<file path="config.mk">
export PLATFORM = sky130hd
export DESIGN_NAME = text_to_integer_parser
export DESIGN_NICKNAME = d
export VERILOG_FILES = /design/src/rtl/ttip_pkg.sv /design/src/rtl/ttip_front.sv /design/src/rtl/ttip_queue.sv /design/src/rtl/ttip_back.sv /design/src/rtl/text_to_integer_parser.sv
export SDC_FILE = /design/constraint.sdc
export NUM_CORES = 1
export LEC_CHECK = 0
export BUFFER_PORTS_ARGS = -buffer_cell sky130_fd_sc_hd__buf_2
export CELL_PAD_IN_SITES_DETAIL_PLACEMENT = 1
export CELL_PAD_IN_SITES_GLOBAL_PLACEMENT = 1
export CORE_UTILIZATION = 30
export CTS_CLUSTER_DIAMETER = 80
export DETAILED_ROUTE_END_ITERATION = 8
export PLACE_DENSITY_LB_ADDON = 0.1
export REMOVE_ABC_BUFFERS = 1
export SLEW_MARGIN = 0
export SYNTH_ARGS = -nofsm -noshare
export SYNTH_HDL_FRONTEND = slang
export SYNTH_SLANG_ARGS = --single-unit
</file>
<file path="constraint.sdc">
create_clock -name clk -period 9.6 [get_ports clk]
set_input_delay 0 -clock clk [delete_from_list [all_inputs] [get_ports clk]]
set_output_delay 0 -clock clk [all_outputs]
set_load 0.05 [all_outputs]
</file>
<file path="src/rtl/ttip_pkg.sv">
// Package for the text-to-integer parser.
// Holds character codes, bases, classified-word type and parser state types.
// No dependencies.
`timescale 1ns / 1ps

package ttip_pkg;

  localparam int QUEUE_DEPTH = 4;

  localparam logic [7:0] CH_SPACE = 8'h20;
  localparam logic [7:0] CH_TAB   = 8'h09;
  localparam logic [7:0] CH_LF    = 8'h0A;
  localparam logic [7:0] CH_MINUS = 8'h2D;
  localparam logic [7:0] CH_PLUS  = 8'h2B;
  localparam logic [7:0] CH_ZERO  = 8'h30;
  localparam logic [7:0] CH_NINE  = 8'h39;
  localparam logic [7:0] CH_UP_A  = 8'h41;
  localparam logic [7:0] CH_UP_Z  = 8'h5A;
  localparam logic [7:0] CH_LO_A  = 8'h61;
  localparam logic [7:0] CH_LO_Z  = 8'h7A;
  localparam logic [7:0] CH_UP_X  = 8'h58;
  localparam logic [7:0] CH_LO_X  = 8'h78;
  localparam logic [7:0] CH_UP_B  = 8'h42;
  localparam logic [7:0] CH_LO_B  = 8'h62;
  // Offsets that map letters onto digit values 10 and up.
  localparam logic [7:0] UP_OFS   = CH_UP_A - 8'd10;
  localparam logic [7:0] LO_OFS   = CH_LO_A - 8'd10;

  localparam logic [5:0] BASE_AUTO = 6'd0;
  localparam logic [5:0] BASE_BIN  = 6'd2;
  localparam logic [5:0] BASE_OCT  = 6'd8;
  localparam logic [5:0] BASE_DEC  = 6'd10;
  localparam logic [5:0] BASE_HEX  = 6'd16;

  localparam logic [63:0] POS_LIMIT = 64'h7FFF_FFFF_FFFF_FFFF;
  localparam logic [63:0] NEG_LIMIT = 64'h8000_0000_0000_0000;

  // One character after classification by the front end.
  typedef struct packed {
    logic       space;
    logic       minus;
    logic       plus;
    logic       zero;
    logic       xch;
    logic       bch;
    logic       dig_ok;
    logic [5:0] dig;
  } cls_t;

  typedef enum logic [3:0] {
    PH_SKIP   = 4'b0001,
    PH_SIGNED = 4'b0010,
    PH_ZERO   = 4'b0100,
    PH_DIGITS = 4'b1000
  } phase_t;

  typedef enum logic [1:0] {
    DS_NONE = 2'b00,
    DS_SEEN = 2'b01,
    DS_OVER = 2'b10
  } dstat_t;

endpackage

</file>
<file path="src/rtl/ttip_front.sv">
// Front end of the text-to-integer parser: classifies one raw character.
// Depends on ttip_pkg.
`timescale 1ns / 1ps

module ttip_front
  import ttip_pkg::*;
(
  input  logic [7:0] ch,
  output cls_t       word
);

  always_comb begin
    word        = '0;
    word.space  = (ch == CH_SPACE) || (ch == CH_TAB) || (ch == CH_LF);
    word.minus  = (ch == CH_MINUS);
    word.plus   = (ch == CH_PLUS);
    word.zero   = (ch == CH_ZERO);
    word.xch    = (ch == CH_LO_X) || (ch == CH_UP_X);
    word.bch    = (ch == CH_LO_B) || (ch == CH_UP_B);
    if (ch inside {[CH_ZERO:CH_NINE]}) begin
      word.dig_ok = 1'b1;
      word.dig    = 6'(ch - CH_ZERO);
    end else if (ch inside {[CH_UP_A:CH_UP_Z]}) begin
      word.dig_ok = 1'b1;
      word.dig    = 6'(ch - UP_OFS);
    end else if (ch inside {[CH_LO_A:CH_LO_Z]}) begin
      word.dig_ok = 1'b1;
      word.dig    = 6'(ch - LO_OFS);
    end
  end

endmodule

</file>
<file path="src/rtl/ttip_queue.sv">
// Short queue of classified words between front and back of the parser.
// Depends on ttip_pkg.
`timescale 1ns / 1ps

module ttip_queue
  import ttip_pkg::*;
(
  input  logic clk,
  input  logic rst,
  input  logic push,
  input  cls_t push_word,
  output logic full,
  output logic q_valid,
  output cls_t q_word,
  input  logic pop
);

  localparam int PTR_W = $clog2(QUEUE_DEPTH);
  localparam int CNT_W = $clog2(QUEUE_DEPTH + 1);

  cls_t             mem [QUEUE_DEPTH];
  logic [PTR_W-1:0] wptr;
  logic [PTR_W-1:0] rptr;
  logic [CNT_W-1:0] count;

  assign full    = (count == CNT_W'(QUEUE_DEPTH));
  assign q_valid = (count != '0);
  assign q_word  = mem[rptr];

  always_ff @(posedge clk) begin
    if (push) begin
      mem[wptr] <= push_word;
    end
  end

  always_ff @(posedge clk) begin
    if (rst) begin
      wptr  <= '0;
      rptr  <= '0;
      count <= '0;
    end else begin
      if (push) begin
        wptr <= (wptr == PTR_W'(QUEUE_DEPTH - 1)) ? '0 : wptr + 1'b1;
      end
      if (pop) begin
        rptr <= (rptr == PTR_W'(QUEUE_DEPTH - 1)) ? '0 : rptr + 1'b1;
      end
      if (push && !pop) begin
        count <= count + 1'b1;
      end else if (pop && !push) begin
        count <= count - 1'b1;
      end
    end
  end

endmodule

</file>
<file path="src/rtl/ttip_back.sv">
// Back end of the text-to-integer parser: parse state, digit accumulation
// with overflow detection, and the result register. Depends on ttip_pkg.
`timescale 1ns / 1ps

module ttip_back
  import ttip_pkg::*;
#(
  parameter int OFFSET_BITS = 12
) (
  input  logic                   clk,
  input  logic                   rst,
  input  logic [5:0]             number_base,
  input  logic                   q_valid,
  input  cls_t                   q_word,
  output logic                   q_pop,
  output logic                   out_valid,
  input  logic                   out_stall,
  output logic signed [63:0]     value,
  output logic [OFFSET_BITS-1:0] end_offset,
  output logic                   converted,
  output logic                   overflow
);

  phase_t                 phase, phase_next;
  logic                   negative, negative_next;
  logic [5:0]             active_base, active_base_next;
  logic [63:0]            acc, acc_next;
  dstat_t                 status, status_next;
  logic [OFFSET_BITS-1:0] count, count_next;

  logic       take;
  logic [5:0] t_ab;
  dstat_t     t_st;
  logic [5:0] base_eff;
  logic [69:0] prod;
  logic [70:0] sum;
  logic [63:0] limit;
  logic       dig_fits;
  logic       ovf;
  logic       fin;
  logic       slot_free;
  logic       advance;
  logic [63:0] fin_value;

  // Phase decode: choose whether this word is a digit candidate and with
  // which base and status it enters the accumulator.
  always_comb begin
    take             = 1'b0;
    t_ab             = active_base;
    t_st             = status;
    phase_next       = phase;
    negative_next    = negative;
    active_base_next = active_base;
    case (phase)
      PH_SIGNED: begin
        if (q_word.zero && (active_base == BASE_AUTO || active_base == BASE_HEX ||
                            active_base == BASE_BIN)) begin
          phase_next = PH_ZERO;
        end else begin
          take = 1'b1;
          t_ab = (active_base == BASE_AUTO) ? BASE_DEC : active_base;
        end
      end
      PH_ZERO: begin
        if (q_word.xch && (active_base == BASE_AUTO || active_base == BASE_HEX)) begin
          active_base_next = BASE_HEX;
          phase_next       = PH_DIGITS;
        end else if (q_word.bch &&
                     (active_base == BASE_AUTO || active_base == BASE_BIN)) begin
          active_base_next = BASE_BIN;
          phase_next       = PH_DIGITS;
        end else begin
          // The leading zero counts as a digit; the accumulator stays zero.
          take = 1'b1;
          t_ab = (active_base == BASE_AUTO) ? BASE_OCT : active_base;
          t_st = DS_SEEN;
        end
      end
      PH_DIGITS: begin
        take = 1'b1;
      end
      default: begin
        phase_next = PH_SKIP;
        if (!q_word.space) begin
          active_base_next = number_base;
          if (q_word.minus) begin
            negative_next = 1'b1;
            phase_next    = PH_SIGNED;
          end else if (q_word.plus) begin
            phase_next = PH_SIGNED;
          end else if (q_word.zero && (number_base == BASE_AUTO ||
                       number_base == BASE_HEX || number_base == BASE_BIN)) begin
            phase_next = PH_ZERO;
          end else begin
            take = 1'b1;
            t_ab = (number_base == BASE_AUTO) ? BASE_DEC : number_base;
          end
        end
      end
    endcase
  end

  // Accumulate: overflow when acc * base + digit exceeds the signed limit.
  always_comb begin
    base_eff = (t_ab == BASE_AUTO) ? BASE_DEC : t_ab;
    prod     = {6'b0, acc} * {64'b0, base_eff};
    sum      = {1'b0, prod} + 71'(q_word.dig);
    limit    = negative ? NEG_LIMIT : POS_LIMIT;
    dig_fits = q_word.dig_ok && (q_word.dig < base_eff);
    ovf      = (t_st == DS_OVER) || (sum > {7'b0, limit});
    fin      = take && !dig_fits;
    if (t_st == DS_OVER) begin
      fin_value = negative ? NEG_LIMIT : POS_LIMIT;
    end else begin
      fin_value = negative ? (64'd0 - acc) : acc;
    end
  end

  always_comb begin
    acc_next    = acc;
    status_next = status;
    count_next  = (count == '1) ? count : count + 1'b1;
    if (fin) begin
      acc_next    = '0;
      status_next = DS_NONE;
      count_next  = '0;
    end else if (take) begin
      status_next = ovf ? DS_OVER : DS_SEEN;
      acc_next    = ovf ? acc : sum[63:0];
    end
  end

  assign slot_free = !out_valid || !out_stall;
  assign advance   = q_valid && (!fin || slot_free);
  assign q_pop     = advance;

  always_ff @(posedge clk) begin
    if (rst) begin
      phase       <= PH_SKIP;
      negative    <= 1'b0;
      active_base <= BASE_AUTO;
      acc         <= '0;
      status      <= DS_NONE;
      count       <= '0;
    end else if (advance) begin
      count  <= count_next;
      acc    <= acc_next;
      status <= status_next;
      if (fin) begin
        phase       <= PH_SKIP;
        negative    <= 1'b0;
        active_base <= BASE_AUTO;
      end else if (take) begin
        phase       <= PH_DIGITS;
        negative    <= negative_next;
        active_base <= t_ab;
      end else begin
        phase       <= phase_next;
        negative    <= negative_next;
        active_base <= active_base_next;
      end
    end
  end

  always_ff @(posedge clk) begin
    if (rst) begin
      out_valid <= 1'b0;
    end else if (advance && fin) begin
      out_valid <= 1'b1;
    end else if (!out_stall) begin
      out_valid <= 1'b0;
    end
  end

  always_ff @(posedge clk) begin
    if (advance && fin) begin
      value      <= signed'(fin_value);
      converted  <= (t_st != DS_NONE);
      overflow   <= (t_st == DS_OVER);
      end_offset <= (t_st != DS_NONE) ? count : '0;
    end
  end

  a_skip_clean: assert property (@(posedge clk) disable iff (rst)
    (phase == PH_SKIP) |-> (acc == '0 && status == DS_NONE && !negative))
    else $error("parser idle with stale accumulator or status");

  a_ovf_saturates: assert property (@(posedge clk) disable iff (rst)
    (out_valid && overflow) |->
      (converted && (value == signed'(POS_LIMIT) || value == signed'(NEG_LIMIT))))
    else $error("overflowed result is not saturated");

  a_none_zero: assert property (@(posedge clk) disable iff (rst)
    (out_valid && !converted) |-> (value == 64'sd0 && end_offset == '0))
    else $error("result without conversion is not zero");

  a_fin_resets: assert property (@(posedge clk) disable iff (rst)
    (q_valid && advance && fin) |=> (phase == PH_SKIP && count == '0))
    else $error("parse state not cleared after a result");

endmodule

</file>
<file path="src/rtl/text_to_integer_parser.sv">
// Top level of the streaming text-to-integer parser (signed 64-bit).
// Depends on ttip_pkg, ttip_front, ttip_queue and ttip_back.
//
// Usage: characters enter on ch with in_valid/in_stall, one word per cycle.
// Leading space, tab and LF are skipped, an optional sign follows, then the
// digits in the base held by the number_base register (0 detects 0x, 0b,
// leading-zero octal or decimal). The first character that cannot continue
// the number produces one result word on value, end_offset, converted and
// overflow with out_valid/out_stall; all other characters produce none.
// Throughput is one character per cycle while in_stall is low; the digit step in the
// back end is one 64x6 multiply, add and limit compare. A terminating character
// passes through the queue, and its result is then registered on the outputs.
// A four-word queue separates the classifying front from the back end, so
// the input keeps flowing while a result waits; when the receiver stalls,
// the back end halts only at the next terminating character, and in_stall
// rises once the queue is full.
// Reset clears the parse state, the queue, out_valid and number_base (0).
// The user writes number_base via cfg_write/cfg_data only while the block is idle; it is not enforced.
`timescale 1ns / 1ps

module text_to_integer_parser
  import ttip_pkg::*;
#(
  parameter int OFFSET_BITS = 12
) (
  input  logic                   clk,
  input  logic                   rst,
  input  logic                   cfg_write,
  input  logic [5:0]             cfg_data,
  input  logic                   in_valid,
  output logic                   in_stall,
  input  logic [7:0]             ch,
  output logic                   out_valid,
  input  logic                   out_stall,
  output logic signed [63:0]     value,
  output logic [OFFSET_BITS-1:0] end_offset,
  output logic                   converted,
  output logic                   overflow
);

  logic [5:0] number_base;
  cls_t       in_word;
  cls_t       q_word;
  logic       q_full;
  logic       q_valid;
  logic       q_pop;

  always_ff @(posedge clk) begin
    if (rst) begin
      number_base <= BASE_AUTO;
    end else if (cfg_write) begin
      number_base <= cfg_data;
    end
  end

  assign in_stall = q_full;

  ttip_front u_front (
    .ch   (ch),
    .word (in_word)
  );

  ttip_queue u_queue (
    .clk       (clk),
    .rst       (rst),
    .push      (in_valid && !q_full),
    .push_word (in_word),
    .full      (q_full),
    .q_valid   (q_valid),
    .q_word    (q_word),
    .pop       (q_pop)
  );

  ttip_back #(
    .OFFSET_BITS (OFFSET_BITS)
  ) u_back (
    .clk         (clk),
    .rst         (rst),
    .number_base (number_base),
    .q_valid     (q_valid),
    .q_word      (q_word),
    .q_pop       (q_pop),
    .out_valid   (out_valid),
    .out_stall   (out_stall),
    .value       (value),
    .end_offset  (end_offset),
    .converted   (converted),
    .overflow    (overflow)
  );

endmodule

</file>
==> metrics.md <==
| Metric | Value |
|---|---|
| Max_cap viols | `0` |
| Final worst slack | `0.000998 ns` |
| Max Freq | `104 MHz` |
| Net Sw Frac | `45.7%` |
| Flop pwr share | `23.2%` |
| Mean Syn Cell Area | `9.21 µm²` |
| Initial antenna violation count | `3` |
| GPL Wtd Cong | `0.876` |
| Worst vdd ir | `0.142 mV` |
| Leakage | `15.1 nW` |
| Most used cell, CP | `buf_4` |
| Post-Syn Area | `25,900 µm²` |
| WL per Instance | `21.0 µm` |
| Die Wd | `296 µm` |
| Synthesis Warnings | `0` |
| P_int | `3.19 mW` |
| Flop2flop setup slack | `0.001 ns` |
| Clk buf depth | `3` |
| CP max FO | `11` |
| 1st-pass router iterations | `5` |
| Largest net degree at the start of global routing | `71` |
| Initial drt markers | `851` |
| Global-route wire length before repair | `144 mm` |
| Clock Skews | `0.0305 ns` |
| CTS tree | `yes` |
| Main synth FF type | `edfxtp_1` |
| H-Tree Depth | `2` |
| Worst path bufs/invs | `12` |
| # setup viols final | `0` |
| Post-synth ARST share | `0%` |
| Fin util | `39.4%` |
| HP Class | `in2reg` |
| Combinational fraction of design power | `54.2%` |
| Placeable Area | `85,400 µm²` |
| Root Driver | `clkbuf_16` |
| Initial Util | `30.3%` |
| Headroom to the max-slew limit | `17.7%` |
| RSZ-0062 raised after global routing | `true` |
| Total CTS buffers | `38` |
| P&R area growth vs syn | `29.9%` |
| CP max stage cell | `fa_1` |
| Crit-path leading delay family | `adder cells` |
| Vias/cell | `5.11` |
| Layout net count | `3,738` |
| Area after DPL | `30,100 µm²` |
| Endpoints failing hold | `0` |
| DP Cell Count | `4,252` |
| Cell Pwr Density | `175 nW/µm²` |
| Final min period | `9.60 ns` |
| I/O Buffers | `98` |
| Synth cell count leaders | `253 x fa_1, 237 x ha_1, 217 x nand2_1, 193 x inv_1, 192 x a21oi_1` |
| Syn Inst Count | `2,813` |
| Outcome | `completed` |
| Fill cells | `9,755` |
| DP Worst Slack | `-1.08 ns` |
| Vias | `22,482` |
| GRT Overall Usage | `21.2%` |
| Vias in the first global route | `24,987` |
| # IOs | `99` |
| Ratio of cells with drive above 1 in the final layout | `25.9%` |
| Num Clock Sinks | `235` |
| Die H | `296 µm` |
| Synth area leader | `fa_1` |
| CP arrival | `10.10 ns` |
| Worst-margin pin slew | `1.23 ns` |
| Setup crit end kind | `flip-flop` |
| Die area | `87,600 µm²` |
| Number of diodes | `0` |
| Post-route cell area | `33,700 µm²` |
| Final period utilization | `100%` |
| Antenna viol nets, final | `0` |
| Yosys cell types | `91` |
| Delay of the slowest cell on the worst path | `0.60 ns` |
| Final Instance Count excl. Fillers | `4,402` |
| Row count | `107` |
| Hpwl dp | `70.4 mm` |
| Number of enable flip-flop cells after synthesis | `130` |
| Most instantiated library cell after synthesis | `fa_1` |
| Final Max Slew Viols | `0` |
| DRC Markers | `0` |
| Worst Path Required | `10.10 ns` |
| Sequential area share after synthesis | `23.2%` |
| Clk pwr share | `22.6%` |
| CP Class | `reg2reg` |
| Flops & latches, synth | `235` |
| Reg clk slew, reported paths | `0.06 ns` |
| Top cell type's share of synthesized area | `19.5%` |
| Total chip power | `5.88 mW` |
| Area contributors post-synth | `fa_1 20%, edfxtp_1 15%, ha_1 11%, dfxtp_1 8.1%, nor2b_1 4.6%` |
| Overflow after GRT | `0` |
| Switching pwr | `2.69 mW` |
| Routed WL | `92.3 mm` |
| Worst-skew pair later-pin latency | `0.58 ns` |
| Startpoint type of the worst setup path | `flip-flop` |
-- flip-flops by register name, summed over array words and instances (netlist names), 2 cells and up, named ones only --
register            cells
u_queue.mem            52
u_back.value           64
u_back.phase            4
u_queue.wptr            2
u_queue.count           3
u_back.acc             64
u_back.status           2
u_back.active_base      6
u_queue.rptr            2
u_back.end_offset      12
number_base             6
u_back.count           12
-- worst reg2reg max path, delay by kind of cell (launching register included) --
kind / cells / cell delay, ns
xor+xnor: 1 / 0.31
compound gates: 14 / 2.30
flops: 1 / 0.34
fa+ha+maj: 6 / 2.35
buf+inv: 12 / 1.89
simple gates: 9 / 1.47
mux: 2 / 0.88
-- final cells by class --
cell class	count	area (µm²)	area share, %
clock inverters	23	186	0.554
well taps	1144	1430	4.25
clock buffers	46	1010	3.01
multi-input cells	2194	19800	58.8
flip-flops and latches	235	6010	17.9
inverters	197	739	2.20
repair buffers	563	4510	13.4
-- final timing paths --
path | start | end | cells past startpoint
worst min-delay path | ch[5] | u_queue.mem[2][5]$_DFFE_PP_ | 3
worst min register to register | u_back.count[1]$_SDFFE_PP0P_ | u_back.count[1]$_SDFFE_PP0P_ | 2
worst max-delay path | flip-flop | u_back.acc[47]$_SDFFE_PP0P_ | 44
worst max register to register | flip-flop | u_back.acc[47]$_SDFFE_PP0P_ | 44
-- per-stage QoR --
stage          hold WS [ns]  TNS (ns)
2_1_floorplan        0.0691   -368.20
3_3_place_gp          0.252    -49.54
3_5_place_dp          0.247    -67.94
4_1_cts              0.0628    -0.293
5_1_grt               0.122    -20.72
6_report             0.0958         0
-- power by group through the flow --
stage               Sequential [mW]  Clock (mW)  Combinational, mW
detailed placement             1.39           0               2.71
CTS                            1.37        1.37               3.09
finish                         1.37        1.33               3.18
floorplan                      1.66           0               1.16
global placement               1.38           0               2.64
global route                   1.38        1.41               3.40
-- per-layer routing --
metal	vias up	wire length [µm]	GRT usage [%]	part of all wire, %
li1	10579	-	-	-
met1	11499	42200	27.9	46
met2	306	45200	36.6	49
met3	98	3070	2.70	3.3
met4	0	1770	4.80	1.9
met5	-	0	0	0
-- cell usage in the layout, fill, tap and decap left out, types with 14 or more instances in the layout --
| master | count |
|---|---|
| buf_4 | 396 |
| xor2_1 | 25 |
| inv_1 | 187 |
| nor4_1 | 15 |
| a21oi_1 | 166 |
| a21oi_2 | 22 |
| buf_2 | 98 |
| ha_4 | 49 |
| nand3_1 | 26 |
| nor2_1 | 171 |
| o21ai_0 | 117 |
| or3_1 | 21 |
| xnor2_1 | 39 |
| buf_12 | 14 |
| o21a_1 | 16 |
| nand2_1 | 204 |
| a21o_1 | 23 |
| edfxtp_1 | 130 |
| and2_1 | 130 |
| a31oi_1 | 19 |
| nor2b_1 | 182 |
| clkbuf_16 | 41 |
| dlygate4sd3_1 | 31 |
| mux2i_1 | 18 |
| nand2b_1 | 25 |
| nor3_1 | 56 |
| a22o_1 | 65 |
| o21ai_1 | 16 |
| nand4_1 | 48 |
| ha_1 | 185 |
| o211ai_1 | 15 |
| dfxtp_1 | 103 |
| fa_1 | 250 |
-- timing repair --
item,4_1_cts,5_1_grt
cloned,6,2
hold buffers,31,0
gates resized for setup,137,128
buffers inserted,25,21
pin swaps,90,133
endpoints found under the setup margin,66,66
hold endpoints to repair,60,0
-- logic make-up after synthesis --
| kind of cell | after synthesis | synth area share [%] |
|---|---|---|
| simple gates | 997 | 20.4 |
| buf+inv | 384 | 5.96 |
| xor+xnor | 81 | 2.74 |
| mux | 36 | 2.10 |
| compound gates | 590 | 14.6 |
| flops | 235 | 23.2 |
| fa+ha+maj | 490 | 31.0 |
No activity file was read; power rests on OpenSTA's default activity.
